[src/design/i2p_pkg.sv]
// Package: token types, codes and constants for the infix to postfix converter.
`timescale 1ns / 1ps

package i2p_pkg;

  localparam int STACK_DEPTH_DEF = 16;
  localparam int VALUE_WIDTH_DEF = 32;

  localparam logic [2:0] MODE_OPERAND = 3'd0;
  localparam logic [2:0] MODE_OPEN    = 3'd1;
  localparam logic [2:0] MODE_CLOSE   = 3'd2;
  localparam logic [2:0] MODE_OPER    = 3'd3;
  localparam logic [2:0] MODE_END     = 3'd4;

  localparam logic [2:0] PAREN_CODE = 3'd4;

  localparam logic [1:0] KIND_OPERAND  = 2'd0;
  localparam logic [1:0] KIND_OPERATOR = 2'd1;
  localparam logic [1:0] KIND_END      = 2'd2;
  localparam logic [1:0] KIND_ERROR    = 2'd3;

  localparam logic [1:0] ERR_NONE     = 2'd0;
  localparam logic [1:0] ERR_OVERFLOW = 2'd1;
  localparam logic [1:0] ERR_UNMATCH  = 2'd2;
  localparam logic [1:0] ERR_UNCLOSED = 2'd3;

  typedef struct packed {
    logic [2:0]  mode;
    logic [1:0]  op_code;
    logic [31:0] operand_value;
  } in_t;

  typedef struct packed {
    logic [1:0]  out_kind;
    logic [1:0]  out_op;
    logic [31:0] out_value;
    logic [1:0]  error_code;
    logic        last;
  } out_t;

  typedef enum logic [1:0] {
    ST_IDLE,
    ST_POP,
    ST_END_MARK,
    ST_FLUSH
  } state_t;

  function automatic out_t make_res(input logic [1:0] kind, input logic [1:0] op,
                                    input logic [31:0] value, input logic [1:0] err);
    out_t r;
    r.out_kind   = kind;
    r.out_op     = op;
    r.out_value  = value;
    r.error_code = err;
    r.last       = 1'b0;
    return r;
  endfunction

  // stacked operator pops before incoming one when its priority is not lower
  function automatic logic pops_first(input logic [1:0] stacked, input logic [1:0] incoming);
    return stacked[1] | ~incoming[1];
  endfunction

endpackage

[src/design/i2p_stack.sv]
// Operator stack memory: one write port, one registered read port with write forwarding.
`timescale 1ns / 1ps

module i2p_stack #(
  parameter int DEPTH = 16
) (
  input  logic                     clk,
  input  logic                     we,
  input  logic [$clog2(DEPTH)-1:0] waddr,
  input  logic [2:0]               wdata,
  input  logic [$clog2(DEPTH)-1:0] raddr,
  output logic [2:0]               rdata
);

  logic [2:0] mem [DEPTH];

  always_ff @(posedge clk) begin
    if (we) begin
      mem[waddr] <= wdata;
    end
  end

  always_ff @(posedge clk) begin
    if (we && (waddr == raddr)) begin
      rdata <= wdata;
    end else begin
      rdata <= mem[raddr];
    end
  end

endmodule

[src/design/i2p_out_stage.sv]
// Output register: holds one result transaction until the sink takes it.
`timescale 1ns / 1ps

module i2p_out_stage (
  input  logic         clk,
  input  logic         rst,
  input  logic         load,
  input  i2p_pkg::out_t item,
  output logic         free,
  output logic         res_valid,
  input  logic         res_stall,
  output i2p_pkg::out_t res
);

  import i2p_pkg::*;

  assign free = !res_valid || !res_stall;

  always_ff @(posedge clk) begin
    if (rst) begin
      res_valid <= 1'b0;
    end else if (load) begin
      res_valid <= 1'b1;
    end else if (!res_stall) begin
      res_valid <= 1'b0;
    end
  end

  always_ff @(posedge clk) begin
    if (load) begin
      res <= item;
    end
  end

endmodule

[src/design/i2p_ctrl.sv]
// Sequencer: accepts tokens, pops and pushes the stack, marks the final result.
`timescale 1ns / 1ps

module i2p_ctrl #(
  parameter int STACK_DEPTH = 16,
  parameter int VALUE_WIDTH = 32
) (
  input  logic                           clk,
  input  logic                           rst,
  input  logic                           tok_valid,
  output logic                           tok_stall,
  input  i2p_pkg::in_t                   tok,
  input  logic                           out_free,
  output logic                           out_load,
  output i2p_pkg::out_t                  out_item,
  output logic                           mem_we,
  output logic [$clog2(STACK_DEPTH)-1:0] mem_waddr,
  output logic [2:0]                     mem_wdata,
  output logic [$clog2(STACK_DEPTH)-1:0] mem_raddr,
  input  logic [2:0]                     mem_rdata
);

  import i2p_pkg::*;

  localparam int AW = $clog2(STACK_DEPTH);
  localparam int CW = $clog2(STACK_DEPTH + 1);
  localparam logic [CW-1:0] FULL_COUNT = CW'(STACK_DEPTH);
  localparam logic [31:0] VALUE_MASK =
      (VALUE_WIDTH >= 32) ? 32'hFFFF_FFFF : ((32'd1 << VALUE_WIDTH) - 32'd1);

  state_t        state, state_next;
  logic [CW-1:0] count, count_next;
  logic [2:0]    held_mode;
  logic [1:0]    held_code;
  logic          paren_seen;
  logic          pend_valid;
  out_t          pend;

  logic          accept, ne, full, top_paren, step;
  logic          gen, direct, flush_emit, hold_tok, paren_set;
  out_t          gen_item, direct_item;

  assign accept    = tok_valid && (state == ST_IDLE) && out_free;
  assign tok_stall = !((state == ST_IDLE) && out_free);
  assign ne        = (count != '0);
  assign full      = (count == FULL_COUNT);
  assign top_paren = (mem_rdata == PAREN_CODE);
  assign step      = out_free;

  always_comb begin
    state_next = state;
    case (state)
      ST_IDLE: begin
        if (accept && (tok.mode inside {MODE_CLOSE, MODE_OPER, MODE_END})) begin
          state_next = ST_POP;
        end
      end
      ST_POP: begin
        if (step) begin
          case (held_mode)
            MODE_CLOSE: if (!(ne && !top_paren)) state_next = ST_FLUSH;
            MODE_OPER: begin
              if (!(ne && !top_paren && pops_first(mem_rdata[1:0], held_code))) begin
                state_next = ST_FLUSH;
              end
            end
            default: if (!ne) state_next = paren_seen ? ST_END_MARK : ST_FLUSH;
          endcase
        end
      end
      ST_END_MARK: if (step) state_next = ST_FLUSH;
      ST_FLUSH: if (!pend_valid || out_free) state_next = ST_IDLE;
      default: state_next = ST_IDLE;
    endcase
  end

  always_comb begin
    gen         = 1'b0;
    gen_item    = make_res(KIND_OPERAND, 2'd0, 32'd0, ERR_NONE);
    direct      = 1'b0;
    direct_item = make_res(KIND_OPERAND, 2'd0, 32'd0, ERR_NONE);
    flush_emit  = 1'b0;
    hold_tok    = 1'b0;
    paren_set   = 1'b0;
    count_next  = count;
    mem_we      = 1'b0;
    mem_waddr   = count[AW-1:0];
    mem_wdata   = PAREN_CODE;
    case (state)
      ST_IDLE: begin
        if (accept) begin
          case (tok.mode)
            MODE_OPERAND: begin
              direct      = 1'b1;
              direct_item = make_res(KIND_OPERAND, 2'd0, tok.operand_value & VALUE_MASK,
                                     ERR_NONE);
            end
            MODE_OPEN: begin
              if (full) begin
                direct      = 1'b1;
                direct_item = make_res(KIND_ERROR, 2'd0, 32'd0, ERR_OVERFLOW);
              end else begin
                mem_we     = 1'b1;
                count_next = count + 1'b1;
              end
            end
            MODE_CLOSE, MODE_OPER, MODE_END: hold_tok = 1'b1;
            default: ;
          endcase
        end
      end
      ST_POP: begin
        if (step) begin
          case (held_mode)
            MODE_CLOSE: begin
              if (ne && !top_paren) begin
                gen        = 1'b1;
                gen_item   = make_res(KIND_OPERATOR, mem_rdata[1:0], 32'd0, ERR_NONE);
                count_next = count - 1'b1;
              end else if (ne) begin
                count_next = count - 1'b1;
              end else begin
                gen      = 1'b1;
                gen_item = make_res(KIND_ERROR, 2'd0, 32'd0, ERR_UNMATCH);
              end
            end
            MODE_OPER: begin
              if (ne && !top_paren && pops_first(mem_rdata[1:0], held_code)) begin
                gen        = 1'b1;
                gen_item   = make_res(KIND_OPERATOR, mem_rdata[1:0], 32'd0, ERR_NONE);
                count_next = count - 1'b1;
              end else if (full) begin
                gen      = 1'b1;
                gen_item = make_res(KIND_ERROR, 2'd0, 32'd0, ERR_OVERFLOW);
              end else begin
                mem_we     = 1'b1;
                mem_wdata  = {1'b0, held_code};
                count_next = count + 1'b1;
              end
            end
            default: begin
              if (ne) begin
                count_next = count - 1'b1;
                if (top_paren) begin
                  paren_set = 1'b1;
                end else begin
                  gen      = 1'b1;
                  gen_item = make_res(KIND_OPERATOR, mem_rdata[1:0], 32'd0, ERR_NONE);
                end
              end else if (paren_seen) begin
                gen      = 1'b1;
                gen_item = make_res(KIND_ERROR, 2'd0, 32'd0, ERR_UNCLOSED);
              end else begin
                gen      = 1'b1;
                gen_item = make_res(KIND_END, 2'd0, 32'd0, ERR_NONE);
              end
            end
          endcase
        end
      end
      ST_END_MARK: begin
        if (step) begin
          gen      = 1'b1;
          gen_item = make_res(KIND_END, 2'd0, 32'd0, ERR_NONE);
        end
      end
      ST_FLUSH: flush_emit = pend_valid && out_free;
      default: ;
    endcase
  end

  assign mem_raddr = AW'(count_next - 1'b1);

  always_comb begin
    out_load = direct || (gen && pend_valid) || flush_emit;
    if (direct) begin
      out_item      = direct_item;
      out_item.last = 1'b1;
    end else begin
      out_item      = pend;
      out_item.last = flush_emit;
    end
  end

  always_ff @(posedge clk) begin
    if (rst) begin
      state      <= ST_IDLE;
      count      <= '0;
      pend_valid <= 1'b0;
      paren_seen <= 1'b0;
    end else begin
      state <= state_next;
      count <= count_next;
      if (gen) begin
        pend_valid <= 1'b1;
      end else if (flush_emit) begin
        pend_valid <= 1'b0;
      end
      if (hold_tok) begin
        paren_seen <= 1'b0;
      end else if (paren_set) begin
        paren_seen <= 1'b1;
      end
    end
  end

  always_ff @(posedge clk) begin
    if (hold_tok) begin
      held_mode <= tok.mode;
      held_code <= tok.op_code;
    end
    if (gen) begin
      pend <= gen_item;
    end
  end

endmodule

[src/design/infix_to_postfix_converter.sv]
// Top level: infix token stream in, postfix token stream out, shunting-yard order.
// An operand or a full-stack open paren shows its result in the cycle after accept.
// Operand and open paren are done at accept; close paren, operator and end stall tokens
// while stack entries are popped, a close paren dropping its open paren in the last pop
// (end with a stray paren adds an end-mark step); one stack read per cycle when out is free.
// Reset: synchronous; empties the stack count and output register, memory is not cleared.
`timescale 1ns / 1ps

module infix_to_postfix_converter #(
  parameter int STACK_DEPTH = i2p_pkg::STACK_DEPTH_DEF,
  parameter int VALUE_WIDTH = i2p_pkg::VALUE_WIDTH_DEF
) (
  input  logic          clk,
  input  logic          rst,
  input  logic          tok_valid,
  output logic          tok_stall,
  input  i2p_pkg::in_t  tok,
  output logic          res_valid,
  input  logic          res_stall,
  output i2p_pkg::out_t res
);

  import i2p_pkg::*;

  localparam int AW = $clog2(STACK_DEPTH);

  logic          out_free, out_load;
  out_t          out_item;
  logic          mem_we;
  logic [AW-1:0] mem_waddr, mem_raddr;
  logic [2:0]    mem_wdata, mem_rdata;

  i2p_ctrl #(
    .STACK_DEPTH (STACK_DEPTH),
    .VALUE_WIDTH (VALUE_WIDTH)
  ) u_ctrl (
    .clk       (clk),
    .rst       (rst),
    .tok_valid (tok_valid),
    .tok_stall (tok_stall),
    .tok       (tok),
    .out_free  (out_free),
    .out_load  (out_load),
    .out_item  (out_item),
    .mem_we    (mem_we),
    .mem_waddr (mem_waddr),
    .mem_wdata (mem_wdata),
    .mem_raddr (mem_raddr),
    .mem_rdata (mem_rdata)
  );

  i2p_stack #(
    .DEPTH (STACK_DEPTH)
  ) u_stack (
    .clk   (clk),
    .we    (mem_we),
    .waddr (mem_waddr),
    .wdata (mem_wdata),
    .raddr (mem_raddr),
    .rdata (mem_rdata)
  );

  i2p_out_stage u_out (
    .clk       (clk),
    .rst       (rst),
    .load      (out_load),
    .item      (out_item),
    .free      (out_free),
    .res_valid (res_valid),
    .res_stall (res_stall),
    .res       (res)
  );

endmodule

[config.mk]
export PLATFORM = sky130hd
export DESIGN_NAME = infix_to_postfix_converter
export DESIGN_NICKNAME = d
export VERILOG_FILES = /design/src/design/i2p_pkg.sv /design/src/design/i2p_stack.sv /design/src/design/i2p_out_stage.sv /design/src/design/i2p_ctrl.sv /design/src/design/infix_to_postfix_converter.sv
export SDC_FILE = /design/constraint.sdc
export NUM_CORES = 1
export LEC_CHECK = 0
export BUFFER_PORTS_ARGS = -buffer_cell sky130_fd_sc_hd__buf_4
export CORE_MARGIN = 4
export CORE_UTILIZATION = 55
export CTS_BUF_LIST = sky130_fd_sc_hd__clkbuf_16
export CTS_CLUSTER_DIAMETER = 150
export CTS_CLUSTER_SIZE = 8
export DETAILED_ROUTE_END_ITERATION = 6
export MAX_ROUTING_LAYER = met4
export PLACE_DENSITY = 0.79
export SYNTH_ARGS = -nofsm -noshare
export SYNTH_HDL_FRONTEND = slang
export SYNTH_HIERARCHICAL = 1
export SYNTH_SLANG_ARGS = --single-unit
[constraint.sdc]
create_clock -name clk -period 5.11 [get_ports clk]
set_input_delay 1.022 -clock clk [delete_from_list [all_inputs] [get_ports clk]]
set_output_delay 1.022 -clock clk [all_outputs]
set_load 0.01 [all_outputs]
* Word-level counts from Yosys, hierarchy flattened
Memory sizes are Yosys's and may differ from the RTL's. A register that Yosys moved wholly into a read port is not among the register bits.
Index checks and enable logic that the tools add are counted.
** Operators by class
- Add/subtract/negate cells :: 3
- Equal/unequal tests :: 19
- Muxes and demuxes :: 74
- Bitwise logic cells :: 2
- Reduce and logical (&&, ||, !) cells :: 26
** Operators with widths (count)
- two-way mux 39 bit :: 10
- one-hot mux 39 bit (2 select lines) :: 3
- two-way mux 38 bit :: 2
- two-way mux 5 bit :: 7
- two-way mux 1 bit :: 32
- one-hot mux 5 bit (2 select lines) :: 2
- two-way mux 3 bit :: 5
- two-way mux 2 bit :: 7
- == test 3 x 2 -> 1 bit (second input constant) :: 4
- logical AND 1 bit :: 8
- != test 2 x 1 -> 1 bit (second input constant) :: 4
- one-hot mux 1 bit (2 select lines) :: 4
- one-hot mux 2 bit (4 select lines) :: 1
- AND reduction 7 bit :: 1
- == test 3 bit (second input constant) :: 2
- != test 3 bit (second input constant) :: 2
- adder 5 x 1 -> 5 bit (second input constant) :: 1
- == test 5 bit (second input constant) :: 1
- zero test 1 bit :: 5
- nonzero test 5 bit :: 1
- subtractor 5 x 1 -> 5 bit (second input constant) :: 1
- == test 2 bit (second input constant) :: 2
- logical OR 1 bit :: 4
- != test 4 bit (second input constant) :: 1
- 13 further kinds :: 14
** Storage, ports and cells
- Register bits :: 92
- RAM bits :: 48
- Input bits :: 41
- Output and inout port bits :: 41
- Word-level logic and storage cells :: 141
- Memories kept :: 1
** Memories
- u_stack.mem :: depth 16, bits a word 3, rd ports 1, clocked after memory_dff 1, write ports 1, line i2p_stack.sv:15 : logic [2:0] mem [DEPTH];

* Longest topological paths before layout
- Word-level depth :: 12
- Depth in mapped cells :: 12
- Gate-level depth less buffers :: 11

* Modules after synthesis
Netlist, hierarchy kept.
** By module, submodules not included
- i2p_stack :: times used 1, cells an instance 104, area an instance 2031.9 µm², seq. area each 1521.5 µm²
- i2p_ctrl :: times used 1, cells an instance 230, area an instance 1885.6 µm², seq. area each 510.5 µm²
- i2p_out_stage :: times used 1, cells an instance 43, area an instance 1203.7 µm², seq. area each 1191.1 µm²

* Worst setup path before layout
No wires, ideal clock.
- Path type :: reg-to-reg
- From :: register with a tool-made name
- To :: memory u_stack.mem[0][0], enable pin
- Setup time :: 0.345 ns
- Arrival time :: 3.440 ns
- Data required time :: 4.765 ns
- Slack :: 1.325 ns
- Stages on the path, launching flop included :: 12
- Buffers on the path :: 1
- Period minus slack after synthesis :: 3.785 ns
- Cells stage by stage :: dfxtp_1 buf_6 mux4_2 a22oi_1 nand3_1 nand2b_1 a211oi_2 o21a_1 nand3_1 nand2_1 or3b_2 nor3_1
** RTL lines (line)
- end: declaration :: i2p_stack.sv:15

==> summary.md <==
| Metric | Value |
|---|---|
| Run status | complete, no violations |
| Post-synth cell types | 65 |
| Floorplan core area | 8890 µm² |
| Drc violations | 0 |
| RSZ-0062 raised after global routing | no |
| Share of cells above drive strength 1 | 26.9% |
| Cells on Worst Hold Path | 2 |
| Setup violators final | 0 |
| Critical path launch point type | flop |
| Number of clock sinks | 112 |
| Flop and latch count out of synthesis | 112 |
| Worst min path class | reg -> reg |
| Longest Clk Path Bufs | 2 |
| Final weighted congestion of routability-driven global placement | 0.973 |
| Insertion delay of the later-clocked pin in the worst-skew pair | 0.34 ns |
| Min setup slack post-route | 0.715 ns |
| Worst clock skew | 0.00907 ns |
| Cell area after synthesis | 5120 µm² |
| Data required time at the worst endpoint | 5.09 ns |
| Total wire length | 10900 µm |
| Starting Density | 57.6% |
| Synthesized Nets | 425 |
| Total power divided by cell area | 461 nW/µm² |
| Maximum fanout along the worst path | 19 |
| Width of the die | 104 µm |
| Root Buffer | clkbuf_16 |
| Wire length per cell after detailed routing | 19.1 µm |
| Worst relative slew slack | 47.2% |
| Worst-margin pin slew | 0.790 ns |
| Global-route wire length before repair | 17500 µm |
| Syn Inst Count | 377 |
| Antenna Violating Nets Remaining | 0 |
| Path type of the worst setup path | reg -> reg |
| Estimated wirelength of the detail-placed design | 7640 µm |
| Detailed Route Iter0 Violations | 241 |
| Area added between synthesis and finish | 19.1% |
| Max Transition Viols Final | 0 |
| Hold_buf cts | 0 |
| # Post-CTS Setup Buffers | 0 |
| Clock input transition at the sequential cells of the worst setup and hold paths | 0.07 ns |
| Seq/Total Area, Yosys | 62.9% |
| Number of antenna repair diodes | 0 |
| Worst slack at placement | 0.786 ns |
| Inserted Clock Buffers | 9 |
| Period minus WS final | 4.39 ns |
| Data arrival time of the critical path | 4.38 ns |
| Detailed-routing iteration count for the pre-antenna-repair pass | 5 |
| CTS tree | built |
| Net total in the final layout | 508 |
| Ratio of final minimum period to clock period | 86.0% |
| Count of warnings emitted by yosys | 6 |
| GR Overflow Total | 0 |
| Async set-or-reset flop fraction in the synthesized netlist | 0% |
| # resized after CTS | 0 |
| Average footprint of a synthesized cell | 13.6 µm² |
| Vias per Instance | 5.95 |
| Maximum level of the CTS H-tree | 3 |
| Chip Height | 104 µm |
| Number of max-cap violations | 0 |
| Boundary Pins | 82 |
| Register-to-Register Path Depth | 12 |
| Peak supply drop | 0.000554 V |
| Routed via count | 3407 |
| Maximum number of pins on one net before global-route repair | 41 |
| Fmax | 228 MHz |
| Antenna violations before repair | 0 |
| Final design utilization | 68.6% |
| Setup crit end kind | flop |
| Total Routing Usage GR | 21.0% |
| Post-synth top flop | edfxtp_1 |
| Total count of hold-check failures in the final report | 0 |
| Number of synthesized flops with an enable pin | 98 |
| Final sum of negative setup slack | 0 ns |
| Number of buffer cells added on primary ports | 81 |
| Vias in the first global route | 3301 |
| Total Die Area | 10900 µm² |
| Static leakage | 2.32 nW |
| Number of standard-cell rows in the floorplan | 34 |
-- power by group --
| part | internal [W] | switching, W |
|---|---|---|
| combinational | 0.000395 | 0.000552 |
| sequential | 0.00109 | 0.000116 |
| clock | 0.000337 | 0.000319 |
| total | 0.00183 | 0.000986 |
-- flip-flops by register name, indices dropped and copies added, names as in the netlist, named ones only --
name	flops
u_ctrl/count	5
u_ctrl/held_code	2
u_ctrl/held_mode	3
u_ctrl/paren_seen	1
u_ctrl/pend	6
u_ctrl/pend_valid	1
u_ctrl/state	2
u_out/res	39
u_out/res_valid	1
u_stack/mem	48
-- metrics by stage --
stage	area (µm²)	std cells	total power [W]	hold slack, ns
finish	6100	573	0.00281	0.500
global route	6100	573	0.00297	0.540
CTS	6100	573	0.00282	0.496
detailed placement	5820	557	0.00215	0.484
global placement	5820	557	0.00212	0.481
floorplan	5120	377	0.00193	0.464
-- synthesized netlist by cell type (all sizes together) (2+ instances only) --
cell type	number	area (µm²)
inv	15	56.3
a2111oi	3	45.1
o21ai	11	58.8
a21oi	7	35.0
nand2	19	71.3
xor2	2	17.5
mux4	12	300
and3	2	12.5
clkbuf	5	18.8
o211ai	3	32.5
a22oi	3	27.5
nor2	39	154
edfxtp	98	2940
nor2b	7	43.8
and2	32	200
a31oi	4	31.3
buf	12	85.1
nor3	12	60.1
nand4	4	25.0
o221a	2	22.5
nand3	17	90.1
mux2i	3	30.0
ha	7	87.6
dfxtp	14	280
o311ai	3	26.3
a211oi	4	45.1
nand2b	9	56.3
nand3b	3	26.3
xnor2	5	43.8
-- worst max-delay path, cell delays in order, from the launching register on --
cell and delay, ns:
dfxtp_1 0.48, buf_4 0.25, mux4_1 0.58, nand3_1 0.12, nand3_1 0.14, nand2b_1 0.28, a211oi_2 0.53, o21a_1 0.27
nand3_1 0.09, buf_4 0.23, nand2_1 0.13, or3b_2 0.53, nor3_1 0.41
-- cells in the final DEF, fill, tap and decap left out, drive strengths merged, types with 9 or more instances in the layout --
cell type	instances
nand2	19
edfxtp	98
o21ai	11
inv	20
and2	32
nand3	17
nand2b	9
clkbuf	9
nor3	12
mux4	12
buf	89
nor2	39
dfxtp	14
-- final timing paths --
path                                                       end                      startpoint  slack (ns)
worst min-delay path            u_ctrl/pend_valid$_SDFFE_PP0P_  u_ctrl/pend_valid$_SDFFE_PP0P_        0.50
worst max-delay path               u_stack/mem[0][2]$_DFFE_PP_                            flop        0.72
worst max register to register     u_stack/mem[0][2]$_DFFE_PP_                            flop        0.72
worst min register to register  u_ctrl/pend_valid$_SDFFE_PP0P_  u_ctrl/pend_valid$_SDFFE_PP0P_        0.50
-- layout make-up --
| cell class | count | area (µm²) |
|---|---|---|
| well taps | 108 | 135 |
| repair buffers | 89 | 668 |
| clock inverters | 7 | 53.8 |
| clock buffers | 9 | 225 |
| multi-input cells | 233 | 1740 |
| inverters | 15 | 56.3 |
| flip-flops and latches | 112 | 3220 |
| fillers | 623 | 2790 |
-- routing by layer --
metal  vias to the layer above  share of wire [%]  GRT usage (%)
li1                       1584                  -              -
met1                      1649                 42           28.0
met2                       164                 49           32.5
met3                        10                8.5           4.47
met4                         0                1.1           6.65
met5                         -                  0              -
-- logic make-up (layout without fill, tap and decap cells) --
kind of cell / after synthesis / count (layout) / synth area share, %
DFF: 112 / 112 / 62.9
AOI/OAI and AO/OA: 51 / 51 / 8.23
xor gates and xnor gates: 7 / 7 / 1.20
adders and majority gates: 7 / 7 / 1.71
and+or+nand+nor: 153 / 153 / 16.3
buffers and inverters: 32 / 120 / 3.13
muxes: 15 / 15 / 6.45
(Power assumes the default switching activity.)
